===== config.mk =====
export PLATFORM = sky130hd
export DESIGN_NAME = fcs_queue
export DESIGN_NICKNAME = d
export VERILOG_FILES = /design/src/hw/rtl/fcs_pkg.sv /design/src/hw/rtl/fcs_queue.sv
export VERILOG_INCLUDE_DIRS = /design/src /design/src/hw/rtl
export SDC_FILE = /design/constraint.sdc
export NUM_CORES = 1
export LEC_CHECK = 0
export BUFFER_PORTS_ARGS = -buffer_cell sky130_fd_sc_hd__buf_2
export CORE_MARGIN = 2
export CORE_UTILIZATION = 35
export DETAILED_ROUTE_END_ITERATION = 16
export HOLD_SLACK_MARGIN = 0.05
export MAX_ROUTING_LAYER = met4
export SLEW_MARGIN = 20
export SYNTH_ARGS = -nofsm -noshare
export SYNTH_HDL_FRONTEND = slang
export SYNTH_SLANG_ARGS = --single-unit

===== constraint.sdc =====
create_clock -name clk_i -period 11.2 [get_ports clk_i]
set_input_delay 0 -clock clk_i [delete_from_list [all_inputs] [get_ports clk_i]]
set_output_delay 0 -clock clk_i [all_outputs]
set_load 0.02 [all_outputs]

===== src/hw/rtl/assert_macros.svh =====
// Assertion macros shared by the camera step RTL
`ifndef ASSERT_MACROS_SVH
`define ASSERT_MACROS_SVH

// property must hold at every clock outside reset
`define FCS_ASSERT(lbl, prop, msg) \
  lbl: assert property (@(posedge clk_i) disable iff (!rst_ni) prop) else $error(msg);

// condition must never be true outside reset
`define FCS_NEVER(lbl, cond, msg) \
  lbl: assert property (@(posedge clk_i) disable iff (!rst_ni) !(cond)) else $error(msg);

`endif


===== src/hw/rtl/fcs_pkg.sv =====
// Types, constants and saturation helpers for the camera step block
package fcs_pkg;

  localparam int unsigned QDepth  = 4;
  localparam int unsigned SqSteps = 31;
  localparam int unsigned DvSteps = 31;

  localparam logic CfgMinDist = 1'b0;
  localparam logic CfgGround  = 1'b1;

  localparam logic signed [33:0] S32MaxW = 34'sh0_7FFF_FFFF;
  localparam logic signed [33:0] S32MinW = -34'sh0_8000_0000;

  typedef struct packed {
    logic signed [31:0] x;
    logic signed [31:0] y;
    logic signed [31:0] z;
    logic signed [31:0] px;
    logic signed [31:0] py;
    logic signed [31:0] pz;
    logic               moved;
  } item_t;

  typedef struct packed {
    item_t      item;
    logic [2:0] neg;
    logic       push;
  } ctx_t;

  typedef struct packed {
    logic signed [31:0] x;
    logic signed [31:0] y;
    logic signed [31:0] z;
    logic               pushed;
    logic               clamped;
  } res_t;

  function automatic logic signed [31:0] sat32(input logic signed [33:0] v);
    logic signed [31:0] r;
    if (v > S32MaxW) r = 32'sh7FFF_FFFF;
    else if (v < S32MinW) r = 32'sh8000_0000;
    else r = v[31:0];
    return r;
  endfunction

  function automatic logic signed [31:0] add_sat(input logic signed [31:0] a,
                                                 input logic [31:0] b,
                                                 input logic sub);
    logic signed [33:0] aw;
    logic signed [33:0] bw;
    aw = {a[31], a[31], a};
    bw = {2'b00, b};
    return sat32(sub ? aw - bw : aw + bw);
  endfunction

endpackage


===== src/hw/rtl/fcs_queue.sv =====
// Short FIFO between front end and back end
`include "assert_macros.svh"
module fcs_queue (
  input  logic           clk_i,
  input  logic           rst_ni,
  input  logic           push_i,
  input  fcs_pkg::item_t item_i,
  output logic           full_o,
  input  logic           pop_i,
  output logic           empty_o,
  output fcs_pkg::item_t item_o
);

  localparam int unsigned PtrW = $clog2(fcs_pkg::QDepth);
  localparam int unsigned CntW = $clog2(fcs_pkg::QDepth + 1);

  fcs_pkg::item_t mem_q [fcs_pkg::QDepth];
  logic [PtrW-1:0] wr_q, rd_q;
  logic [CntW-1:0] cnt_q, cnt_d;

  assign full_o  = (cnt_q == CntW'(fcs_pkg::QDepth));
  assign empty_o = (cnt_q == '0);
  assign item_o  = mem_q[rd_q];

  always_comb begin
    cnt_d = cnt_q;
    if (push_i && !pop_i) cnt_d = cnt_q + 1'b1;
    else if (pop_i && !push_i) cnt_d = cnt_q - 1'b1;
  end

  always_ff @(posedge clk_i or negedge rst_ni) begin
    if (!rst_ni) begin
      wr_q  <= '0;
      rd_q  <= '0;
      cnt_q <= '0;
    end else begin
      cnt_q <= cnt_d;
      if (push_i) wr_q <= wr_q + 1'b1;
      if (pop_i) rd_q <= rd_q + 1'b1;
    end
  end

  always_ff @(posedge clk_i) begin
    if (push_i) begin
      mem_q[wr_q] <= item_i;
    end
  end

  `FCS_NEVER(a_push_full, push_i && full_o && !pop_i, "transfer into full queue")
  `FCS_NEVER(a_pop_empty, pop_i && empty_o, "pop from empty queue")

endmodule


## Word level (Yosys, flattened, before mapping)

Memory sizes are Yosys's and may differ from the RTL's.
Index checks and enable logic that the tools add are counted.

| storage, ports and cells | value |
|---|---|
| RAM bits | 772 |
| word-level logic and storage cells | 19 |
| output and inout port bits | 195 |
| memories | 1 |
| register bits | 7 |

Memories:

| memory | words | bits a word | read ports | clocked after Yosys merged registers in | write ports | line | RTL |
|---|---|---|---|---|---|---|---|
| mem_q | 4 | 193 | 1 | 0 | 1 | fcs_queue.sv:17 | `fcs_pkg::item_t mem_q [fcs_pkg::QDepth];` |

| operators by class | value |
|---|---|
| mux-type cells | 4 |
| $add $sub $neg | 4 |
| reduce and logical (&&, ||, !) cells | 6 |
| equal/unequal tests | 1 |

Operator list:

| cell | count |
|---|---|
| two-way mux 3 bit | 2 |
| adder 2 x 1 -> 2 bit, second input constant | 2 |
| adder 3 x 1 -> 3 bit, second input constant | 1 |
| == test 3 bit, second input constant | 1 |
| zero test 3 bit | 1 |
| subtractor 3 x 1 -> 3 bit, second input constant | 1 |
| logical AND 1 bit | 2 |
| zero test 1 bit | 2 |
| two-way mux 1 bit | 2 |
| nonzero test 2 bit | 1 |

## Longest topological paths before layout

| logic depth | value |
|---|---|
| word-level depth | 4 |
| gate-level depth with buffers | 7 |

## Worst setup path before layout

OpenSTA, ideal clock, no wires.

| timing | value |
|---|---|
| path kind | register to register |
| start | reg wr_q[0] |
| end | mem mem_q[2][0] (netlist bit), enable pin |
| arrival | 5.008 ns |
| stages on the path, launching flop included | 4 |
| path slack | 5.615 ns |
| buffers on the path | 0 |
| library setup time | 0.577 ns |
| data required time | 10.623 ns |
| cell sequence | dfrtp_1 -> inv_1 -> ha_1 -> and2_1 |

RTL lines:

| element | line | RTL |
|---|---|---|
| start, declared | fcs_queue.sv:18 | `logic [PtrW-1:0] wr_q, rd_q;` |
| start signal, assigned | fcs_queue.sv:38 | `if (push_i) wr_q <= wr_q + 1'b1;` |
| end, declared | fcs_queue.sv:17 |  |

No word-level cell before the write port.

==> tab_implementation.tex <==
\begin{tabular}{lr}
\hline
Metric & Value \\
\hline
\multicolumn{2}{l}{\textbf{Status}} \\
Status & finished clean \\
\multicolumn{2}{l}{\textbf{Finish}} \\
Post-route non-filler standard cell count & 2,812 \\
Filler instances & 6,836 \\
Share of post-route cells with drive strength above 1 & 41.16\% \\
Final Net Count & 1,890 \\
Post-synthesis to final-layout area growth & 27.20\% \\
Register Area & 23,360 sq um \\
Multi-input gate area in the final layout & 4557 sq um \\
Post-layout instance area & 35,930 sq um \\
\multicolumn{2}{l}{\textbf{Clocking}} \\
Clk Latency, worst-skew pair & 0.61 ns \\
H-tree levels & 3 \\
Clk Tree Root Cell & sky130\_fd\_sc\_hd\_\_clkbuf\_16 \\
Clock-pin slew of the registers on the worst-case setup and hold paths & 0.06 ns \\
TritonCTS clock tree & built \\
Maximum buffer depth of the clock tree & 3 \\
Hold buffers post-CTS & 197 \\
Post-CTS sizing & 0 \\
Setup repair bufs after CTS & 0 \\
Clock buffers created by TritonCTS & 80 \\
CTS Sinks & 779 \\
\multicolumn{2}{l}{\textbf{Global routing}} \\
GRT met3 Usage & 4.604\% \\
Total routing usage reported by global routing & 14.27\% \\
Wire length of the first global-routing pass & 86.98 mm \\
Grt met1 use & 17.85\% \\
Global route hottest layer & met2 \\
Via count of the first global-routing pass & 14.63k \\
Number of antenna violations at the first check in global routing & 2 \\
Total gr overflow & 0 \\
Maximum number of pins on one net before global-route repair & 96 \\
Met2 usage & 22.62\% \\
\multicolumn{2}{l}{\textbf{Timing}} \\
Final setup viols & 0 \\
Actual slew at the worst max-slew pin & 1.030 ns \\
Number of hold violations in the final report & 0 \\
Total Negative Setup Slacks & 0 ns \\
Setup ws final & 7.426 ns \\
Worst rel slew slack & 31.36\% \\
Peak clock frequency supported by timing & 265.0 MHz \\
Setup repair after global routing missed its margin & no \\
Final critical-path required period & 3.774 ns \\
Share of the clock period used by the worst path & 33.69\% \\
Clock Skew & 0.02016 ns \\
Final max-slew violation count & 0 \\
\multicolumn{2}{l}{\textbf{Floorplanning}} \\
Die area & 82,990 sq um \\
Effective utilization at floorplan & 35.24\% \\
Area of the placeable core & 80,160 sq um \\
Total I/O pin count & 392 \\
Die span in x & 288.1 um \\
Floorplan row count & 104 \\
Die extent in y & 288.1 um \\
\multicolumn{2}{l}{\textbf{Setup path}} \\
CP Class & flip-flop to output port \\
Biggest fanout along the worst timing path & 42 \\
Crit end category & output port \\
Kind of start point of the critical path & flip-flop \\
Data required, critical path & 11.20 ns \\
Internal reg-to-reg setup slack & 7.99 ns \\
Register-to-Register Path Depth & 5 \\
CP arrival & 3.77 ns \\
Slowest stage cell on the critical path & sky130\_fd\_sc\_hd\_\_dfrtp\_4 \\
Beginning of the worst register-to-register path & wr\_q[1]\$\_DFFE\_PN0P\_ \\
Cell occurring most often along the worst timing path & sky130\_fd\_sc\_hd\_\_buf\_4 \\
CP peak stage delay & 0.80 ns \\
Reg2Reg Capture Point & mem\_q[1][90]\$\_DFFE\_PP\_ \\
Cells along the critical path & buf\_4 -> buf\_4 -> mux4\_2 -> buf\_2 \\
\multicolumn{2}{l}{\textbf{Pwr}} \\
Post-layout power & 9.458 mW \\
Portion of total power attributed to the clock network & 27.3\% \\
Pwr/cell area & 263.2 nW/um\^{}2 \\
Sequential share of power & 42.1\% \\
Power dissipated by switching net loads & 2.992 mW \\
Switching Fraction & 31.64\% \\
Power share of the combinational group & 30.6\% \\
VDD IR-drop max & 0.1555 mV \\
Power Internal & 6.466 mW \\
LEAKAGE & 12.21 nW \\
\multicolumn{2}{l}{\textbf{Synth}} \\
Most instantiated flip-flop cell in the synthesis netlist & sky130\_fd\_sc\_hd\_\_edfxtp\_1 \\
Sequential cell area fraction in the yosys report & 82.69\% \\
Per-instance average area after synthesis & 27.08 sq um \\
Share of synthesized flip-flops with an asynchronous set or reset & 0.8986\% \\
Fraction of post-synthesis cell area in the top cell type by area & 82.07\% \\
Post-synth EDFFs & 772 \\
Total standard cell area after synthesis & 28,250 sq um \\
Post-synthesis net count & 1,246 \\
Post-Synthesis Cells & 1,043 \\
Largest cells by area after synthesis & sky130\_fd\_sc\_hd\_\_edfxtp\_1 (82\%), sky130\_fd\_sc\_hd\_\_mux4\_2 (15\%), sky130\_fd\_sc\_hd\_\_buf\_6 (0.72\%) \\
Cell taking the most area after synthesis & sky130\_fd\_sc\_hd\_\_edfxtp\_1 \\
Post-synthesis register bit count & 779 \\
Cell variety after synth & 18 \\
Total of warnings raised by yosys & 0 \\
\multicolumn{2}{l}{\textbf{Placement}} \\
GP Congestion & 0.7250 \\
IO buf count & 391 \\
Post-Place Worst Slack & 7.890 ns \\
Instance count after placement with tap cells included & 2,468 \\
Sum of net half-perimeters after detailed placement & 34.14 mm \\
Post-Place Cell Area & 31,370 sq um \\
\multicolumn{2}{l}{\textbf{Routing}} \\
Routed wire per std cell & 20.55 um \\
Routed vias/inst & 4.716 \\
First-pass iteration count of the detailed router & 5 \\
Number of design rule violations left after detail routing & 0 \\
DRT iter0 DRCs & 809 \\
Number of vias in the routed layout & 13.26k \\
Total Routed Length & 57.79 mm \\
Number of antenna-violating nets in the routed design & 0 \\
\multicolumn{2}{l}{\textbf{Hold path}} \\
Depth of the worst hold-timing path & 2 \\
Hold Path End & mem\_q[2][142]\$\_DFFE\_PP\_ \\
Hold WC Path Type & input port to flip-flop \\
Startpoint of the tightest hold check path & item\_i[142] \\
\multicolumn{2}{l}{\textbf{Run}} \\
Number of violations of the max-capacitance limit & 0 \\
\hline
\end{tabular}
[layout by cell type (no fill, tap or decap), types with 5 or more instances in the layout]
cell type	count
sky130_fd_sc_hd__buf_2	391
sky130_fd_sc_hd__buf_4	17
sky130_fd_sc_hd__bufinv_16	6
sky130_fd_sc_hd__clkbuf_1	13
sky130_fd_sc_hd__clkbuf_16	83
sky130_fd_sc_hd__clkinv_1	19
sky130_fd_sc_hd__clkinv_2	6
sky130_fd_sc_hd__clkinvlp_4	5
sky130_fd_sc_hd__dfrtp_1	5
sky130_fd_sc_hd__diode_2	5
sky130_fd_sc_hd__dlygate4sd3_1	197
sky130_fd_sc_hd__edfxtp_1	772
sky130_fd_sc_hd__ha_1	5
sky130_fd_sc_hd__mux4_2	193
[per-layer routing]
layer | up-vias | wire [um]
li1 | 5838 | -
met1 | 6951 | 23980
met2 | 409 | 28310
met3 | 62 | 4633
met4 | 0 | 860
met5 | - | 0
[layout make-up]
type / count / share of cell area [%]
Antenna cell: 5 / 0.03482
Inverter: 4 / 0.04179
Tap cell: 1060 / 3.691
Timing Repair Buffer: 606 / 11.35
Multi-Input combinational cell: 216 / 12.68
Clock inverter: 45 / 1.219
Sequential cell: 779 / 65.03
Clock buffer: 97 / 5.955
[flip-flops by register name, indices dropped and copies added (netlist names)]
name	cells
cnt_q	3
rd_q	2
mem_q	772
wr_q	2
[Yosys cell counts, types with 2 or more instances]
cell type and count:
sky130_fd_sc_hd__xnor2_1 2, sky130_fd_sc_hd__xor2_1 4, sky130_fd_sc_hd__mux4_2 193, sky130_fd_sc_hd__inv_1 4
sky130_fd_sc_hd__buf_6 18, sky130_fd_sc_hd__and2_1 4, sky130_fd_sc_hd__dfrtp_1 7, sky130_fd_sc_hd__nand2_1 2
sky130_fd_sc_hd__clkbuf_1 4, sky130_fd_sc_hd__buf_2 22, sky130_fd_sc_hd__edfxtp_1 772, sky130_fd_sc_hd__ha_1 5
[power by group through the flow]
stage	combinational (mW)	clock (mW)	sequential [mW]
finish	2.89	2.58	3.98
global route	3.10	2.77	4.03
CTS	2.98	2.67	3.99
detailed placement	2.92	0	4.05
global placement	2.90	0	4.02
floorplan	2.04	0	4.05
[kinds of logic after synthesis]
| group | Yosys count | share of synthesized area [%] |
|---|---|---|
| AND/OR/NAND/NOR | 9 | 0.1727 |
| adder cells (fa/ha/maj) | 6 | 0.2923 |
| multiplexers | 194 | 15.43 |
| buffers and inverters | 48 | 1.214 |
| AO/OA/AOI/OAI | 1 | 0.01770 |
| flip-flops | 779 | 82.69 |
| XOR/XNOR | 6 | 0.1860 |
[worst max path at each step]
stage / end / slack [ns] / start
floorplan: mem_q[2][0]$_DFFE_PP_ / 5.62 / wr_q[0]$_DFFE_PN0P_
global placement: item_o[76] / 7.90 / rd_q[0]$_DFFE_PN0P_
detailed placement: item_o[76] / 7.89 / rd_q[0]$_DFFE_PN0P_
CTS: item_o[76] / 7.20 / rd_q[0]$_DFFE_PN0P_
global route: item_o[80] / 7.01 / rd_q[0]$_DFFE_PN0P_
finish: item_o[80] / 7.43 / rd_q[0]$_DFFE_PN0P_
[through the flow]
stage                     utilization, %  hold WS, ns
final                              44.82       0.1351
after CTS                          44.81      0.06822
after detailed placement           39.13      -0.1446
after floorplan                        -      -0.2956
after global placement             39.13      -0.1453
after global routing               44.81      0.09561
[worst max-delay path, delay by kind of cell (launching register included)]
| family | cells | cell delay (ns) |
|---|---|---|
| buf+inv | 3 | 1.67 |
| flops | 1 | 0.80 |
| mux | 1 | 0.62 |
No activity file was read; power rests on OpenSTA's default activity.
