<file path="src/hw/rtl/assert_macros.svh">
// Assertion macros shared by the camera step RTL
`ifndef ASSERT_MACROS_SVH
`define ASSERT_MACROS_SVH

// property must hold at every clock outside reset
`define FCS_ASSERT(lbl, prop, msg) \
  lbl: assert property (@(posedge clk_i) disable iff (!rst_ni) prop) else $error(msg);

// condition must never be true outside reset
`define FCS_NEVER(lbl, cond, msg) \
  lbl: assert property (@(posedge clk_i) disable iff (!rst_ni) !(cond)) else $error(msg);

`endif

</file>
<file path="src/hw/rtl/fcs_pkg.sv">
// Types, constants and saturation helpers for the camera step block
package fcs_pkg;

  localparam int unsigned QDepth  = 4;
  localparam int unsigned SqSteps = 31;
  localparam int unsigned DvSteps = 31;

  localparam logic CfgMinDist = 1'b0;
  localparam logic CfgGround  = 1'b1;

  localparam logic signed [33:0] S32MaxW = 34'sh0_7FFF_FFFF;
  localparam logic signed [33:0] S32MinW = -34'sh0_8000_0000;

  typedef struct packed {
    logic signed [31:0] x;
    logic signed [31:0] y;
    logic signed [31:0] z;
    logic signed [31:0] px;
    logic signed [31:0] py;
    logic signed [31:0] pz;
    logic               moved;
  } item_t;

  typedef struct packed {
    item_t      item;
    logic [2:0] neg;
    logic       push;
  } ctx_t;

  typedef struct packed {
    logic signed [31:0] x;
    logic signed [31:0] y;
    logic signed [31:0] z;
    logic               pushed;
    logic               clamped;
  } res_t;

  function automatic logic signed [31:0] sat32(input logic signed [33:0] v);
    logic signed [31:0] r;
    if (v > S32MaxW) r = 32'sh7FFF_FFFF;
    else if (v < S32MinW) r = 32'sh8000_0000;
    else r = v[31:0];
    return r;
  endfunction

  function automatic logic signed [31:0] add_sat(input logic signed [31:0] a,
                                                 input logic [31:0] b,
                                                 input logic sub);
    logic signed [33:0] aw;
    logic signed [33:0] bw;
    aw = {a[31], a[31], a};
    bw = {2'b00, b};
    return sat32(sub ? aw - bw : aw + bw);
  endfunction

endpackage

</file>
<file path="src/hw/rtl/fcs_front.sv">
// Front end: input register, displacement product and per-axis key moves
module fcs_front (
  input  logic               clk_i,
  input  logic               rst_ni,
  input  logic               in_valid_i,
  output logic               in_stall_o,
  input  logic signed [31:0] cam_x_i,
  input  logic signed [31:0] cam_y_i,
  input  logic signed [31:0] cam_z_i,
  input  logic signed [31:0] player_x_i,
  input  logic signed [31:0] player_y_i,
  input  logic signed [31:0] player_z_i,
  input  logic [5:0]         direction_keys_i,
  input  logic signed [31:0] move_speed_i,
  input  logic [19:0]        delta_time_i,
  input  logic               q_full_i,
  output logic               q_push_o,
  output fcs_pkg::item_t     q_item_o
);

  logic               f_v_q, f_v_d;
  fcs_pkg::item_t     raw_q;
  logic [5:0]         keys_q;
  logic [50:0]        prod_q;
  logic               accept;
  logic [31:0]        disp;
  logic signed [31:0] y1, y2, x1, x2, z1, z2;

  assign in_stall_o = f_v_q & q_full_i;
  assign accept     = in_valid_i & ~in_stall_o;
  assign q_push_o   = f_v_q & ~q_full_i;
  assign f_v_d      = accept | (f_v_q & q_full_i);

  always_ff @(posedge clk_i or negedge rst_ni) begin
    if (!rst_ni) begin
      f_v_q <= 1'b0;
    end else begin
      f_v_q <= f_v_d;
    end
  end

  always_ff @(posedge clk_i) begin
    if (accept) begin
      raw_q.x     <= cam_x_i;
      raw_q.y     <= cam_y_i;
      raw_q.z     <= cam_z_i;
      raw_q.px    <= player_x_i;
      raw_q.py    <= player_y_i;
      raw_q.pz    <= player_z_i;
      raw_q.moved <= ~move_speed_i[31] & (|move_speed_i[30:0]);
      keys_q      <= direction_keys_i;
      prod_q      <= 51'(move_speed_i[30:0]) * 51'(delta_time_i);
    end
  end

  always_comb begin
    disp = (|prod_q[50:47]) ? 32'h7FFF_FFFF : {1'b0, prod_q[46:16]};
    y1 = keys_q[0] ? fcs_pkg::add_sat(raw_q.y, disp, 1'b0) : raw_q.y;
    y2 = keys_q[1] ? fcs_pkg::add_sat(y1, disp, 1'b1) : y1;
    x1 = keys_q[2] ? fcs_pkg::add_sat(raw_q.x, disp, 1'b1) : raw_q.x;
    x2 = keys_q[3] ? fcs_pkg::add_sat(x1, disp, 1'b0) : x1;
    z1 = keys_q[4] ? fcs_pkg::add_sat(raw_q.z, disp, 1'b0) : raw_q.z;
    z2 = keys_q[5] ? fcs_pkg::add_sat(z1, disp, 1'b1) : z1;
    q_item_o = raw_q;
    if (raw_q.moved) begin
      q_item_o.x = x2;
      q_item_o.y = y2;
      q_item_o.z = z2;
    end
  end

endmodule

</file>
<file path="config.mk">
export PLATFORM = sky130hd
export DESIGN_NAME = fcs_front
export DESIGN_NICKNAME = d
export VERILOG_FILES = /design/src/hw/rtl/assert_macros.svh /design/src/hw/rtl/fcs_pkg.sv /design/src/hw/rtl/fcs_front.sv
export SDC_FILE = /design/constraint.sdc
export NUM_CORES = 2
export LEC_CHECK = 0
export ABC_CLOCK_PERIOD_IN_PS = 27400
export BUFFER_PORTS_ARGS = -buffer_cell sky130_fd_sc_hd__buf_2
export CAP_MARGIN = 20
export CORE_AREA = 2 2 337 306
export CTS_CLUSTER_SIZE = 16
export DETAILED_ROUTE_END_ITERATION = 10
export DIE_AREA = 0 0 339 308
export PLACE_DENSITY = 0.66
export SYNTH_ARGS = -nofsm -noshare
export SYNTH_HDL_FRONTEND = slang
export SYNTH_SLANG_ARGS = --single-unit
</file>
<file path="constraint.sdc">
create_clock -name clk_i -period 27.4 [get_ports clk_i]
set_clock_uncertainty 0.1 [all_clocks]
set_input_delay 4.11 -clock clk_i [delete_from_list [all_inputs] [get_ports clk_i]]
set_output_delay 4.11 -clock clk_i [all_outputs]
set_load 0.05 [all_outputs]
</file>
# ---- Word-level counts from Yosys, hierarchy flattened
# Index checks and enable logic that the tools add are counted.
dict set report word_totals {
  mem_bits_rw 0
  elab_cells 59
  rom_bits 0
  register_bits 251
  out_inout_bits 195
  memories 0
  input_bits 254
  latchBits 0
}
dict set report op_classes {
  muxes 20
  order_cmp 12
  bitwise_logic 8
  n_eq_ne 0
  reduce_logical 2
  n_shift 0
  n_div 0
  multipliers 1
  addsub 6
}
# op n
set op_table {}
lappend op_table {{32-bit 2-to-1 mux} 18}
lappend op_table {{33-bit by 32-bit greater-than comparator with 1-bit output (second input constant)} 6}
lappend op_table {{33-bit by 32-bit less-than comparator with 1-bit output (second input constant)} 6}
lappend op_table {{32-bit by 32-bit adder with 33-bit output} 3}
lappend op_table {{32-bit by 32-bit subtractor with 33-bit output} 3}
lappend op_table {{96-bit 2-to-1 mux} 1}
lappend op_table {{31-bit by 20-bit multiplier with 51-bit output} 1}
lappend op_table {{31-bit 2-to-1 mux} 1}
lappend op_table {{31-bit OR reduction} 1}
lappend op_table {{1-bit AND} 4}
lappend op_table {{4-bit OR reduction} 1}
lappend op_table {{1-bit NOT} 3}
lappend op_table {{1-bit bitwise OR} 1}

# ---- Depth between registers and ports, before layout
dict set report logic_depth {
  word_depth 13
  ltp_mapped 30
  ltp_nobuf 27
}

# ---- Least setup slack after synthesis
# Ideal clock, no wire load.
dict set report synth_path {
  path_type {in2reg}
  from {input port q_full_i}
  to {register keys_q[0] (enable)}
  setup_slack_ps 11735
  required_time_ps 26445
  n_path_buf 0
  arrival_time_ps 14711
  setup_time_ps 855
  stages 2
  path_cell_list {and2_1 nor2b_1}
}
dict set report synth_via {
  elab_chain_cells 3
}
# element line_no
set synth_lines {}
lappend synth_lines {{start, declared} fcs_front.sv:16} ;# input logic q_full_i,
lappend synth_lines {{1-bit AND} fcs_front.sv:29} ;# assign in_stall_o = f_v_q & q_full_i;
lappend synth_lines {{1-bit NOT} fcs_front.sv:30} ;# assign accept = in_valid_i & ~in_stall_o;
lappend synth_lines {{1-bit AND} fcs_front.sv:30}
lappend synth_lines {{via accept} fcs_front.sv:25} ;# logic accept;
lappend synth_lines {{end signal, assigned} fcs_front.sv:51} ;# keys_q <= direction_keys_i;
lappend synth_lines {{end, declared} fcs_front.sv:23} ;# logic [5:0] keys_q;
# The timed path passes the listed nets, and every way through them passes these cells.
# A chain may end at the register's enable or synchronous reset.

==> PnR_summary.wiki <==
{| class="wikitable"
! Metric !! Value
|-
| Worst Setup Path Type || flip-flop to output pin
|-
| Largest net degree at the start of global routing || roughly 150
|-
| CP Data Required Time || approximately 23 ns
|-
| Area of the core || between 100000 and 150000 µm²
|-
| First-pass iteration count of the detailed router || 6
|-
| Most frequently used cell type in the post-synthesis netlist || sky130_fd_sc_hd__nand2_1
|-
| Setup violation total in the final timing report || 0
|-
| Highest Signal Layer || met5
|-
| Top achievable clock speed || about 72 MHz
|-
| Most used cell, CP || sky130_fd_sc_hd__a211oi_1
|-
| Cells resized by post-CTS repair || 0
|-
| Level count of the clock H-tree || 1
|-
| Die width || about 340 µm
|-
| Fraction of the mapped netlist area in adder cells || a little under two fifths
|-
| Proportion of layout cells with a drive suffix above 1 || 12.7%
|-
| Routability cong. || 1.03
|-
| Wire length of the first global-routing pass || between 200000 and 250000 µm
|-
| Async S/R FF share, synth || less than 1%
|-
| Worst Max-Slew Pin Slew || 1.05 ns
|-
| Critical Path Sink Type || output pin
|-
| Cells after Synth || 4485
|-
| Number of buffers inserted by hold repair at cts || 0
|-
| CP Max Fanout || 20
|-
| Y dimension of the die || approximately 300 µm
|-
| Leak pwr || roughly 20 nW
|-
| Main combinational cell family by area after synthesis || adder cells
|-
| Parity-gate share of the synthesized area counting xor and xnor cells || around 4.0%
|-
| WL/cell || roughly 23 µm
|-
| Aggregate negative setup slack || 0 ns
|-
| Largest stage delay, worst path || 0.78 ns
|-
| Clock tree root buffer cell || sky130_fd_sc_hd__clkbuf_16
|-
| Leading cell types by total area after synthesis || sky130_fd_sc_hd__fa_1, sky130_fd_sc_hd__edfxtp_1, sky130_fd_sc_hd__ha_1
|-
| Final hold vios || 0
|-
| Cell at the slowest stage of the critical path || sky130_fd_sc_hd__xnor2_1
|-
| Avg Synthesized Cell Area || 8.95 µm²
|-
| Total via count after detailed routing || around 35000
|-
| Tcrit/Tclk final || around half
|-
| Hpwl dp || between 100000 and 150000 µm
|-
| Nature of the critical path startpoint || flip-flop
|-
| Warnings from Yosys || 0
|-
| Number of different library cells in the post-synthesis netlist || 99
|-
| Number of synthesized register bits || 235
|-
| Total power || 6.63 mW
|-
| Power per cell area || around 150 nW/µm²
|-
| Final number of max-transition violations || 0
|-
| Leading register cell type out of synthesis || sky130_fd_sc_hd__edfxtp_1
|-
| Effective utilization at floorplan || between 30% and 40%
|-
| Shortest period the worst path allows || 13.91 ns
|-
| Number of core rows || 111
|-
| Count of antenna-violating nets left after detailed routing || 0
|-
| Run status || completed
|-
| Number of standard cells in the final layout excluding fillers || 6068
|-
| Clock network latency to the later pin of the worst-skew pair || 0.56 ns
|-
| 1st-iter DRT viols || 3884
|-
| Area share of the largest cell type after synthesis || a little over a quarter
|-
| Number of flops mapped to enable cells by yosys || 234
|-
| # IOs || roughly 450
|-
| TritonCTS buffer count || 28
|-
| Worst-case hold slack || around 0.62 ns
|-
| Area share of and/or/nand/nor cells after synthesis || between 10% and 20%
|-
| Post-synth design cell area || 40100 µm²
|-
| Port bufs || ~450
|-
| Area growth from synthesis to final layout || 8.78%
|-
| Number of antenna violations at the first check in global routing || 7
|-
| Path class of the lowest-slack min-delay path || flip-flop to flip-flop
|-
| Post-DP Area || roughly 43000 µm²
|-
| List of most frequent post-synthesis cells || sky130_fd_sc_hd__nand2_1, sky130_fd_sc_hd__inv_1, sky130_fd_sc_hd__fa_1
|-
| CTS Sinks || ~240
|-
| Fin nets || 5810
|-
| Vias in the first global route || approximately 34000
|-
| Metal2 WL || between 60000 and 70000 µm
|-
| Peak supply drop || 0.262 mV
|-
| Remaining routing DRC violations || 0
|-
| Library cell occupying the most area in the post-synthesis netlist || sky130_fd_sc_hd__fa_1
|-
| Crit path arrival time || a little under 10 ns
|-
| Cell area after layout || 43700 µm²
|-
| Placed cell count || about 6000
|-
| Final Util || a little over two fifths
|-
| Sequential element share of the synthesized area || 17.6%
|-
| Clock slew seen by the registers of the worst setup and hold paths || roughly 0.06 ns
|-
| Total Routing Usage GR || 26.6%
|-
| CTS tree || yes
|-
| Worst-case headroom to the max-slew limit || between 20 and 30%
|-
| Syn_nets || 5608
|-
| RSZ-0062 raised after global routing || false
|-
| Vias per Instance || approximately 5.7
|-
| Wire length after detailed routing || roughly 140000 µm
|-
| Final setup slack of the worst path || ~13 ns
|-
| Post-Place Worst Slack || 14.34 ns
|-
| Maximum capacitance violations || 0
|-
| DRT met1 WL || slightly below 60000 µm
|-
| Buffers inserted by post-CTS timing repair || 0
|-
| Met3 wire len || 17300 µm
|-
| Multiplexer area fraction after synthesis || less than 1%
|-
| Reg2reg setup slack || 24.18 ns
|-
| Synthesized-area fraction occupied by ao, oa, aoi and oai cells || between 10% and 20%
|-
| Maximum root-to-sink buffer count || 3
|-
| Sum of overflow across all layers after global routing || 0
|-
| Overall die area || around 100000 µm²
|}
-- worst max-delay path, delay by kind of cell, from the launching register on --
kind                       cells  cell delay [ns]
muxes                          1             0.61
DFF                            1             0.43
buffers and inverters          3             1.07
AOI/OAI and AO/OA             11             2.52
and+or+nand+nor                7             2.49
adders and majority gates      3             1.22
xor gates and xnor gates       1             0.78
-- area by class of cell --
cell class,instances,area (µm²)
clock buffer,36,752
sequential,235,7050
fill,9927,57300
clock inverter,15,120
multi-input combinational,3360,29400
tap,1356,1700
timing repair buffer,470,2440
inverter,592,2220
antenna,4,10.0
-- flip-flops by register name, summed over array words and instances, names as in the netlist --
name,cells
f_v_q,1
keys_q,6
prod_q,35
q_item_o,97
raw_q,96
-- power breakdown --
part / total (mW) / internal [mW] / leakage [nW] / switching [mW]
Combinational: 5.54 / 2.24 / 17.6 / 3.30
Sequential: 0.718 / 0.691 / 2.24 / 0.0276
Clock: 0.368 / 0.204 / 0.425 / 0.163
Total: 6.63 / 3.14 / 20.3 / 3.49
-- final timing paths --
check / start / end / cells after the start
worst min-delay path: f_v_q$_DFF_PN0_ / f_v_q$_DFF_PN0_ / 2
worst min register to register: f_v_q$_DFF_PN0_ / f_v_q$_DFF_PN0_ / 2
worst max register to register: f_v_q$_DFF_PN0_ / raw_q[143]$_DFFE_PP_ / 4
min in group asynchronous: rst_ni / f_v_q$_DFF_PN0_ / 1
max in group asynchronous: rst_ni / f_v_q$_DFF_PN0_ / 1
worst max-delay path: prod_q[48]$_DFFE_PP_ / q_item_o[158] / 26
-- layer usage --
layer	up-vias	GRT usage, %
met5	-	0
met4	2	8.50
met3	265	6.80
met2	1904	40.0
met1	17100	37.3
li1	15300	-
-- kinds of logic after synthesis --
family	Yosys count
XOR/XNOR	183
adder cells (fa/ha/maj)	873
multiplexers	19
AO/OA/AOI/OAI	932
AND/OR/NAND/NOR	1353
flip-flops	235
buffers and inverters	890
-- cell usage in the layout, fill, tap and decap left out, types with 35 or more instances in the layout --
master,instances
sky130_fd_sc_hd__nand2_1,592
sky130_fd_sc_hd__inv_1,586
sky130_fd_sc_hd__fa_1,523
sky130_fd_sc_hd__buf_2,448
sky130_fd_sc_hd__ha_1,346
sky130_fd_sc_hd__a21oi_1,277
sky130_fd_sc_hd__nor2_1,247
sky130_fd_sc_hd__edfxtp_1,234
sky130_fd_sc_hd__and2_1,208
sky130_fd_sc_hd__o21ai_0,116
sky130_fd_sc_hd__xnor2_1,108
sky130_fd_sc_hd__a21o_1,103
sky130_fd_sc_hd__xor2_1,75
sky130_fd_sc_hd__nand2b_1,71
sky130_fd_sc_hd__a31oi_1,57
sky130_fd_sc_hd__nand3_1,52
sky130_fd_sc_hd__a211oi_1,43
sky130_fd_sc_hd__o21a_1,39
sky130_fd_sc_hd__nor3_1,35
(Power assumes the default switching activity.)
